File: src/rtl/blpg_pkg.sv
package blpg_pkg;

  localparam int COORD_W     = 6;
  localparam int COLOR_W     = 32;
  // Error term range is about -63 .. +189, so nine signed bits suffice.
  localparam int ERR_W       = 9;
  localparam int QUEUE_DEPTH = 2;
  localparam int QPTR_W      = $clog2(QUEUE_DEPTH);
  localparam int QCNT_W      = $clog2(QUEUE_DEPTH + 1);

  typedef struct packed {
    logic [COORD_W-1:0] start_x;
    logic [COORD_W-1:0] start_y;
    logic [COORD_W-1:0] end_x;
    logic [COORD_W-1:0] end_y;
    logic [COLOR_W-1:0] line_color;
  } seg_t;

  typedef struct packed {
    logic [COORD_W-1:0] pixel_x;
    logic [COORD_W-1:0] pixel_y;
    logic [COLOR_W-1:0] pixel_color;
    logic               last_pixel;
  } pix_t;

  // A classified segment: axes already swapped and endpoints ordered.
  typedef struct packed {
    logic               steep;
    logic               dir_neg;
    logic [COORD_W-1:0] major_start;
    logic [COORD_W-1:0] major_end;
    logic [COORD_W-1:0] minor_start;
    logic [COORD_W-1:0] dx;
    logic [COORD_W-1:0] ady;
    logic [COLOR_W-1:0] color;
  } job_t;

endpackage

File: src/rtl/blpg_front.sv
module blpg_front #(
  parameter int GRID_MAX = 63
) (
  input  logic          clk,
  input  logic          rst,
  input  logic          start,
  input  blpg_pkg::seg_t segment,
  output logic          busy,
  output blpg_pkg::job_t job,
  output logic          job_valid,
  input  logic          job_ready
);
  import blpg_pkg::*;

  localparam logic [COORD_W-1:0] GRID_LIM = COORD_W'(GRID_MAX);

  logic               accept;
  logic [COORD_W-1:0] ax, ay, bx, by;
  logic [COORD_W-1:0] adx, ady;
  logic               steep;
  logic [COORD_W-1:0] sa_maj, sa_min, sb_maj, sb_min;
  job_t               job_next;

  function automatic logic [COORD_W-1:0] clamp(input logic [COORD_W-1:0] v);
    return (v > GRID_LIM) ? GRID_LIM : v;
  endfunction

  assign busy   = job_valid && !job_ready;
  assign accept = start && !busy;

  always_comb begin
    ax    = clamp(segment.start_x);
    ay    = clamp(segment.start_y);
    bx    = clamp(segment.end_x);
    by    = clamp(segment.end_y);
    adx   = (ax > bx) ? ax - bx : bx - ax;
    ady   = (ay > by) ? ay - by : by - ay;
    steep = adx < ady;
    sa_maj = steep ? ay : ax;
    sa_min = steep ? ax : ay;
    sb_maj = steep ? by : bx;
    sb_min = steep ? bx : by;
    job_next.steep = steep;
    job_next.color = segment.line_color;
    job_next.dx    = steep ? ady : adx;
    job_next.ady   = steep ? adx : ady;
    if (sa_maj > sb_maj) begin
      job_next.major_start = sb_maj;
      job_next.major_end   = sa_maj;
      job_next.minor_start = sb_min;
      job_next.dir_neg     = !(sa_min > sb_min);
    end else begin
      job_next.major_start = sa_maj;
      job_next.major_end   = sb_maj;
      job_next.minor_start = sa_min;
      job_next.dir_neg     = !(sb_min > sa_min);
    end
  end

  always_ff @(posedge clk) begin
    if (rst) begin
      job_valid <= 1'b0;
    end else if (accept) begin
      job_valid <= 1'b1;
    end else if (job_ready) begin
      job_valid <= 1'b0;
    end
  end

  always_ff @(posedge clk) begin
    if (accept) begin
      job <= job_next;
    end
  end

endmodule

File: src/rtl/blpg_queue.sv
module blpg_queue (
  input  logic           clk,
  input  logic           rst,
  input  logic           push,
  input  blpg_pkg::job_t push_job,
  output logic           ready,
  input  logic           pop,
  output blpg_pkg::job_t head,
  output logic           head_valid
);
  import blpg_pkg::*;

  job_t              mem [QUEUE_DEPTH];
  logic [QPTR_W-1:0] wr_ptr;
  logic [QPTR_W-1:0] rd_ptr;
  logic [QCNT_W-1:0] count;
  logic              do_push;
  logic              do_pop;

  assign ready      = count != QCNT_W'(QUEUE_DEPTH);
  assign head_valid = count != '0;
  assign head       = mem[rd_ptr];
  assign do_push    = push && ready;
  assign do_pop     = pop && head_valid;

  always_ff @(posedge clk) begin
    if (rst) begin
      wr_ptr <= '0;
      rd_ptr <= '0;
      count  <= '0;
    end else begin
      if (do_push) begin
        wr_ptr <= (wr_ptr == QPTR_W'(QUEUE_DEPTH - 1)) ? '0 : wr_ptr + 1'b1;
      end
      if (do_pop) begin
        rd_ptr <= (rd_ptr == QPTR_W'(QUEUE_DEPTH - 1)) ? '0 : rd_ptr + 1'b1;
      end
      if (do_push && !do_pop) begin
        count <= count + 1'b1;
      end else if (do_pop && !do_push) begin
        count <= count - 1'b1;
      end
    end
  end

  always_ff @(posedge clk) begin
    if (do_push) begin
      mem[wr_ptr] <= push_job;
    end
  end

endmodule

File: src/rtl/blpg_back.sv
module blpg_back (
  input  logic           clk,
  input  logic           rst,
  input  blpg_pkg::job_t head,
  input  logic           head_valid,
  output logic           pop,
  output blpg_pkg::pix_t pixel,
  output logic           pixel_valid
);
  import blpg_pkg::*;

  typedef enum logic {IDLE, RUN} state_t;

  state_t                  state;
  logic [COORD_W-1:0]      major;
  logic [COORD_W-1:0]      minor;
  logic signed [ERR_W-1:0] err;
  job_t                    cur;
  logic                    last;
  logic signed [ERR_W-1:0] err_sum;
  logic signed [ERR_W-1:0] dx_ext;
  logic signed [ERR_W-1:0] dx2_ext;
  logic                    take_step;

  assign last      = major == cur.major_end;
  assign pop       = head_valid && ((state == IDLE) || last);
  assign err_sum   = err + $signed({{(ERR_W-COORD_W-1){1'b0}}, cur.ady, 1'b0});
  assign dx_ext    = $signed({{(ERR_W-COORD_W){1'b0}}, cur.dx});
  assign dx2_ext   = $signed({{(ERR_W-COORD_W-1){1'b0}}, cur.dx, 1'b0});
  assign take_step = err_sum > dx_ext;

  always_ff @(posedge clk) begin
    if (rst) begin
      state       <= IDLE;
      pixel_valid <= 1'b0;
    end else begin
      pixel_valid <= 1'b0;
      unique case (state)
        IDLE: begin
          if (head_valid) begin
            cur   <= head;
            major <= head.major_start;
            minor <= head.minor_start;
            err   <= '0;
            state <= RUN;
          end
        end
        RUN: begin
          pixel_valid       <= 1'b1;
          pixel.pixel_x     <= cur.steep ? minor : major;
          pixel.pixel_y     <= cur.steep ? major : minor;
          pixel.pixel_color <= cur.color;
          pixel.last_pixel  <= last;
          if (last) begin
            // Chain straight into the next queued segment without a gap.
            if (head_valid) begin
              cur   <= head;
              major <= head.major_start;
              minor <= head.minor_start;
              err   <= '0;
            end else begin
              state <= IDLE;
            end
          end else begin
            major <= major + 1'b1;
            if (take_step) begin
              minor <= cur.dir_neg ? minor - 1'b1 : minor + 1'b1;
              err   <= err_sum - dx2_ext;
            end else begin
              err   <= err_sum;
            end
          end
        end
        default: state <= IDLE;
      endcase
    end
  end

endmodule

File: src/rtl/bresenham_line_pixel_generator_core.sv
// The first pixel of a segment, when the line is otherwise idle, passes the input register,
// the queue and the stepping state register before it shows on the result ports.
// Throughput: one pixel per cycle; a segment gives dx+1 pixels (major-axis length plus
// one, at most 64), set by the single stepping unit. Queued segments follow back to back.
// busy rises only when the input stage and the two-entry queue are all full.
// Reset (synchronous, active high) empties the queue and stops any segment in progress.
module bresenham_line_pixel_generator_core #(
  parameter int GRID_MAX = 63
) (
  input  logic           clk,
  input  logic           rst,
  input  logic           start,
  input  blpg_pkg::seg_t segment,
  output logic           busy,
  output blpg_pkg::pix_t pixel,
  output logic           pixel_valid
);
  import blpg_pkg::*;

  job_t front_job;
  logic front_valid;
  logic queue_ready;
  job_t queue_head;
  logic queue_valid;
  logic queue_pop;

  blpg_front #(
    .GRID_MAX(GRID_MAX)
  ) u_front (
    .clk      (clk),
    .rst      (rst),
    .start    (start),
    .segment  (segment),
    .busy     (busy),
    .job      (front_job),
    .job_valid(front_valid),
    .job_ready(queue_ready)
  );

  blpg_queue u_queue (
    .clk       (clk),
    .rst       (rst),
    .push      (front_valid),
    .push_job  (front_job),
    .ready     (queue_ready),
    .pop       (queue_pop),
    .head      (queue_head),
    .head_valid(queue_valid)
  );

  blpg_back u_back (
    .clk        (clk),
    .rst        (rst),
    .head       (queue_head),
    .head_valid (queue_valid),
    .pop        (queue_pop),
    .pixel      (pixel),
    .pixel_valid(pixel_valid)
  );

endmodule
File: config.mk
export PLATFORM = sky130hd
export DESIGN_NAME = bresenham_line_pixel_generator_core
export DESIGN_NICKNAME = d
export VERILOG_FILES = /design/src/rtl/blpg_pkg.sv /design/src/rtl/blpg_front.sv /design/src/rtl/blpg_queue.sv /design/src/rtl/blpg_back.sv /design/src/rtl/bresenham_line_pixel_generator_core.sv
export SDC_FILE = /design/constraint.sdc
export NUM_CORES = 1
export LEC_CHECK = 0
export ABC_AREA = 1
export BUFFER_PORTS_ARGS = -buffer_cell sky130_fd_sc_hd__buf_2
export CORE_ASPECT_RATIO = 0.7
export CORE_UTILIZATION = 54
export CTS_CLUSTER_SIZE = 20
export DETAILED_ROUTE_END_ITERATION = 16
export PLACE_DENSITY = 0.85
export SYNTH_ARGS = -nofsm -noshare
export SYNTH_HDL_FRONTEND = slang
export SYNTH_SLANG_ARGS = --single-unit
File: constraint.sdc
create_clock -name clk -period 5.1 [get_ports clk]
set_clock_uncertainty 0.05 [all_clocks]
set_input_delay 1.275 -clock clk [delete_from_list [all_inputs] [get_ports clk]]
set_output_delay 1.275 -clock clk [all_outputs]
set_load 0.1 [all_outputs]
## Word level (Yosys, flattened, before mapping)

Memories as Yosys holds them, arrays and structs flattened. A register that Yosys moved wholly into a read port is not among the register bits.
Cells that the tools add are included.

- $add $sub $neg: 13
- Order comparisons: 11
- Equality and inequality tests: 4
- Multiplexer cells: 44
- Bitwise logic cells: 2
- Reduce and logical (&&, ||, !) cells: 20

Operators by type and width:

| kind | count |
|---|---|
| 64-bit two-way mux | 2 |
| 64-bit case mux with 2 select lines | 1 |
| 6-bit two-way mux | 20 |
| 6-bit greater-than comparator | 5 |
| 9-bit two-way mux | 3 |
| 6-bit greater-than comparator (second input constant) | 4 |
| 6-bit case mux with 2 select lines | 2 |
| 6-bit subtractor | 4 |
| 19-bit two-way mux | 1 |
| 9-bit case mux with 2 select lines | 1 |
| 6-bit by 1-bit adder with 6-bit output (second input constant) | 2 |
| 1-bit two-way mux | 11 |
| 9-bit by 8-bit adder with 9-bit output | 1 |
| 9-bit by 7-bit greater-than comparator with 1-bit output | 1 |
| 9-bit by 8-bit subtractor with 9-bit output | 1 |
| 1-bit logical AND | 7 |
| 6-bit equality test | 1 |
| 1-bit zero test | 6 |
| 6-bit less-than comparator | 1 |
| 2-bit AND reduction | 3 |
| 2-bit nonzero test | 3 |
| 6-bit by 1-bit subtractor with 6-bit output (second input constant) | 1 |
| 2-bit two-way mux | 2 |
| 2-bit != test (second input constant) | 2 |
| other kinds (7) | 9 |

- Flip-flop bits (word level): 201
- RAM bits: 128
- Input bits: 59
- Output and inout bits: 47
- Logic and storage cells: 124
- Memories: 1

Memory list:

| memory | words | bits a word | rd ports | clocked after memory_dff | write ports | RTL line | text |
|---|---|---|---|---|---|---|---|
| u_queue.mem | 2 | 64 | 1 | 1 | 1 | blpg_queue.sv:13 | `job_t mem [QUEUE_DEPTH];` |

## Longest topological paths before layout

- Depth in word-level cells: 9
- Mapped depth: 31
- Gate-level depth less buffers: 29

## By module

From an unflattened synthesis, not the netlist that was laid out.

- Cell total of the unflattened synthesis: 1131
- Area total of the unflattened synthesis: 14591.5 µm²

Modules (own cells, without submodules):

| module | times used | cells an instance | area each (µm²) | sequential area each (µm²) |
|---|---|---|---|---|
| blpg_back | 1 | 421 | 5280.1 | 3583.4 |
| blpg_queue | 1 | 236 | 5159.9 | 3943.8 |
| blpg_front | 1 | 474 | 4151.5 | 1941.9 |

## Worst setup path before layout

OpenSTA, ideal clock, no wires.

- Path kind: input to register
- From: input port segment[33] in the netlist's numbering
- To: register u_front.job[50] in the netlist's numbering, data pin
- Setup time: 267 ps
- Arrival time: 4987 ps
- Data required time: 4783 ps
- Path slack: -204 ps
- Stages: 30
- Path buffers: 4
- Cell sequence: clkbuf_1 > ha_1 > ha_1 > a21oi_1 > inv_1 > nand2_1 > nand2_1 > nand2_2 > nand2_4 > nand2_4 > inv_2 > nand2_1 > nand2_1 > ha_1 > nand2_1 > o21a_1 > buf_2 > nand2_4 > buf_2 > nand2_1 > and2_1 > ha_1 > nand2_1 > nor2_1 > and3_1 > a31oi_2 > inv_2 > buf_2 > nand3_1 > o21ai_0

RTL lines:

| element | RTL line | text |
|---|---|---|
| start: declaration | bresenham_line_pixel_generator_core.sv:13 | `input blpg_pkg::seg_t segment,` |
| end signal: assignment | blpg_front.sv:72 | `job <= job_next;` |
| end: declaration | blpg_front.sv:9 | `output blpg_pkg::job_t job,` |

==> impl_table.tex <==
\begin{tabular}{lr}
\hline
Metric & Value \\
\hline
\multicolumn{2}{l}{\textbf{Cells and area}} \\
\quad Layout net count & 1548 \\
\quad Commonest non-fill, non-tap cell in the layout & sky130\_fd\_sc\_hd\_\_nand2\_1 \\
\quad Syn-to-layout area delta & 16.9\% \\
\quad Most frequent cells in the layout & 385 x sky130\_fd\_sc\_hd\_\_nand2\_1, 310 x sky130\_fd\_sc\_hd\_\_edfxtp\_1, 105 x sky130\_fd\_sc\_hd\_\_buf\_2 \\
\quad Fraction of layout instances using a drive strength above 1 & 19.2\% \\
\quad Number of inserted diodes & 0 \\
\quad Final core occ & 64.7\% \\
\multicolumn{2}{l}{\textbf{GRT}} \\
\quad First-pass GRT wire length & 47500 µm \\
\quad Vias in the first global route & 9301 \\
\quad Pin count of the biggest net entering global routing & 65 \\
\quad Antenna violations before repair & 0 \\
\quad Total grt overflow & 0 \\
\quad Global router's overall resource usage & 22.3\% \\
\multicolumn{2}{l}{\textbf{CTS}} \\
\quad Clk pin slew, worst setup/hold paths & 0.06 ns \\
\quad Root buf cell & sky130\_fd\_sc\_hd\_\_clkbuf\_16 \\
\quad Insertion delay to the later sink of the worst-skew pair & 0.57 ns \\
\quad Number of buffers added by the clock tree synthesis step & 29 \\
\quad Maximum number of buffers from clock root to sink & 3 \\
\quad Number of levels in the clock H-tree & 1 \\
\quad Post-CTS setup buffer count & 0 \\
\quad Number of sinks handled by clock tree synthesis & 318 \\
\quad Clock tree from TritonCTS & done \\
\quad CTS resizes & 0 \\
\quad Cts-stage hold buffer count & 0 \\
\multicolumn{2}{l}{\textbf{Critical path}} \\
\quad Cell-by-cell listing of the critical path & buf\_2, inv\_1, ha\_1, ha\_1, nor2\_2, o21bai\_4, nand3\_1, nand2\_2, nand2\_1, o21ai\_2, ha\_1, a21boi\_2, o2111ai\_4, buf\_4, nand3\_1, and2\_1, ha\_1, inv\_1, nor2\_1, o21ai\_1, a31oi\_4, inv\_2, o21ai\_0 \\
\quad Cell family contributing the most delay on the critical path & adder cells \\
\quad Critical-path cell with the highest stage delay & sky130\_fd\_sc\_hd\_\_ha\_1 \\
\quad Data arrival time of the critical path & 5.01 ns \\
\quad Kind of critical path & in2reg \\
\quad Crit path top cell by count & sky130\_fd\_sc\_hd\_\_ha\_1 \\
\quad Launching element type of the critical path & primary input \\
\quad Crit-path max FO & 23 \\
\quad Critical path data required time & 5.33 ns \\
\quad Type of destination of the critical path & flop \\
\quad Worst path buffer plus inverter count & 5 \\
\quad Delay of the slowest critical-path stage & 0.35 ns \\
\multicolumn{2}{l}{\textbf{Yosys}} \\
\quad Post-synthesis async set-or-reset flop share & 0\% \\
\quad Synth Cell Area & 14300 µm² \\
\quad Synthesis-stage register bit count & 318 \\
\quad Syn Nets & 1373 \\
\quad Synthesized instance count & 1253 \\
\quad Synthesis Warnings & 0 \\
\quad Primary FF master, synth & sky130\_fd\_sc\_hd\_\_edfxtp\_1 \\
\quad Post-Syn Area per Cell & 11.4 µm² \\
\quad Sequential area share after synthesis & 66.4\% \\
\quad Number of flops mapped to enable cells by yosys & 310 \\
\quad Netlist cell types & 45 \\
\multicolumn{2}{l}{\textbf{Pwr}} \\
\quad Switch Pwr & 4.07 mW \\
\quad Total power density per cell area & 623 nW/µm² \\
\quad Clock share of power & 20.6\% \\
\quad Proportion of power drawn by combinational gates & 40.7\% \\
\quad Worst IR Drop VDD & 348 µV \\
\quad Sequential share of power & 38.8\% \\
\quad Cell leakage power & 7.07 nW \\
\quad Internal power & 6.34 mW \\
\quad Switching Fraction & 39.1\% \\
\multicolumn{2}{l}{\textbf{Die}} \\
\quad DIE WIDTH & 196 µm \\
\quad Die height & 138 µm \\
\quad Die ar. & 27100 µm² \\
\quad Area of the core region & 25800 µm² \\
\quad Number of standard-cell rows in the floorplan & 49 \\
\quad Count of boundary I/O pins & 106 \\
\quad Initial Utilization & 55.3\% \\
\multicolumn{2}{l}{\textbf{Routing}} \\
\quad DRC violation count after routing & 0 \\
\quad Avg WL per Cell & 16.7 µm \\
\quad Total detailed-routing wirelength & 30100 µm \\
\quad Number of detailed-routing iterations run before antenna repair & 6 \\
\quad Number of DRC markers in iteration 0 & 883 \\
\quad Number of antenna-violating nets in the routed design & 0 \\
\quad Detailed-route via count & 9625 \\
\quad Via-to-Cell Ratio & 5.34 \\
\multicolumn{2}{l}{\textbf{Job}} \\
\quad Number of maximum-capacitance constraint violations & 0 \\
\multicolumn{2}{l}{\textbf{Place}} \\
\quad Number of input and output port buffers inserted & 105 \\
\quad Routability Congestion & 0.904 \\
\quad Post-detailed-placement half-perimeter wirelength & 20800 µm \\
\multicolumn{2}{l}{\textbf{Timing}} \\
\quad TNS Setup & 0 ns \\
\quad Slew Limit Headroom & 19.4\% \\
\quad Final critical-path share of the clock period & 93.6\% \\
\quad Final count of negative-setup-slack endpoints & 0 \\
\quad Worst Max-Slew Pin Slew & 1.21 ns \\
\quad Maximum frequency from static timing analysis & 209 MHz \\
\quad Hold violation count in the final report & 0 \\
\quad Max-slew violations & 0 \\
\quad Setup repair after global routing missed its margin & no \\
\quad Final critical path time including I/O delays and setup & 4.78 ns \\
\multicolumn{2}{l}{\textbf{Min path}} \\
\quad Tightest Hold Check Type & reg2reg \\
\multicolumn{2}{l}{\textbf{Run status}} \\
\quad Status & finished, final reports clean \\
\hline
\end{tabular}
-- cell usage after synthesis (all sizes together) (2+ instances only) --
cell type	instances	share of area [%]
nand4	10	0.48
nand3b	3	0.16
nand2	400	11
o21a	2	0.11
xnor2	9	0.55
clkbuf	29	0.77
a21oi	42	1.5
ha	56	4.9
and2	12	0.53
buf	19	0.72
a31oi	2	0.13
inv	111	2.9
o21ai	49	1.8
edfxtp	310	65
a21boi	2	0.13
o22ai	8	0.35
o21bai	3	0.24
nand3	92	3.2
fa	5	0.70
nor3	5	0.25
nor2	43	1.1
o211ai	2	0.11
dfxtp	8	1.1
xor2	23	1.4
-- sequential cells by signal, summed over array words and instances, names as in the netlist, 2 cells and up, named ones only --
| register | flops |
|---|---|
| u_back.major | 6 |
| u_back.cur | 52 |
| u_back.minor | 6 |
| u_back.pixel | 45 |
| u_front.job | 64 |
| u_queue.mem | 128 |
| u_back.err | 9 |
| u_queue.count | 2 |
-- cells by family (layout without fill, tap and decap cells) --
kind of cell,count (synthesis),after routing,synth area share (%)
fa+ha+maj,61,61,5.61
compound gates,114,114,4.69
simple gates,567,567,16.9
buf+inv,160,354,4.44
mux,1,1,0.0701
xor+xnor,32,32,1.96
flops,318,318,66.4
-- stage by stage --
step / power, mW / cells / area [µm²] / worst slack (ns) / hold slack, ns
after floorplan: 7.02 / 1253 / 14300 / 0.0300 / 0.350
after detailed placement: 8.16 / 1754 / 15800 / -0.208 / 0.355
after global placement: 7.88 / 1754 / 15800 / -0.0210 / 0.351
final: 10.4 / 1804 / 16700 / 0.325 / 0.369
after CTS: 10.4 / 1804 / 16700 / 0.366 / 0.369
after global routing: 11.0 / 1804 / 16700 / 0.0316 / 0.374
-- per-layer routing --
metal  wire, µm  share of wire, %  vias up  track usage [%]
met4        877               2.9        0             6.66
met5          0                 0        -                0
met3       2080               6.9       81             2.71
met1      13300                44     4506             31.6
met2      13800                46      425             36.3
li1           -                 -     4613                -
-- power groups by stage --
| stage | sequential, mW | combinational (mW) | clock [mW] |
|---|---|---|---|
| 3_3_place_gp | 4.03 | 3.85 | 0 |
| 6_report | 4.03 | 4.23 | 2.14 |
| 5_1_grt | 4.08 | 4.65 | 2.25 |
| 2_1_floorplan | 4.38 | 2.63 | 0 |
| 4_1_cts | 4.03 | 4.17 | 2.15 |
| 3_5_place_dp | 4.07 | 4.09 | 0 |
-- final timing paths --
path	start	end	slack [ns]	depth (start not counted)
hold / removal	u_back.cur[2]$_DFFE_PP_	u_back.pixel[3]$_DFFE_PP_	0.37	0
hold reg to reg	u_back.cur[2]$_DFFE_PP_	u_back.pixel[3]$_DFFE_PP_	0.37	0
setup / recovery	segment[51]	u_front.job[48]$_DFFE_PP_	0.32	23
setup reg to reg	u_back.err[1]$_DFFE_PN_	u_back.minor[2]$_DFFE_PP_	1.50	14
-- final cells by class --
cell class	instances	area (µm²)
well taps	357	447
fillers	1884	9120
flip-flops and latches	318	9470
inverters	112	420
repair buffers	192	1190
clock inverters	20	205
clock buffers	30	729
multi-input cells	775	4230
-- worst reg2reg max path, cell delays in order, from the launching register on --
cell and delay (ns):
sky130_fd_sc_hd__edfxtp_1 0.42, sky130_fd_sc_hd__ha_1 0.27, sky130_fd_sc_hd__fa_1 0.48, sky130_fd_sc_hd__xor2_1 0.23, sky130_fd_sc_hd__ha_1 0.31, sky130_fd_sc_hd__nand2_1 0.08
sky130_fd_sc_hd__nor2_1 0.16, sky130_fd_sc_hd__nand2_1 0.07, sky130_fd_sc_hd__nand3_1 0.07, sky130_fd_sc_hd__nand2_1 0.06, sky130_fd_sc_hd__nand2_1 0.05, sky130_fd_sc_hd__nand2_1 0.07
sky130_fd_sc_hd__nand2_2 0.21, sky130_fd_sc_hd__nand2_4 0.16, sky130_fd_sc_hd__a21oi_1 0.57
Note: power is estimated with default switching activity, not from simulation.
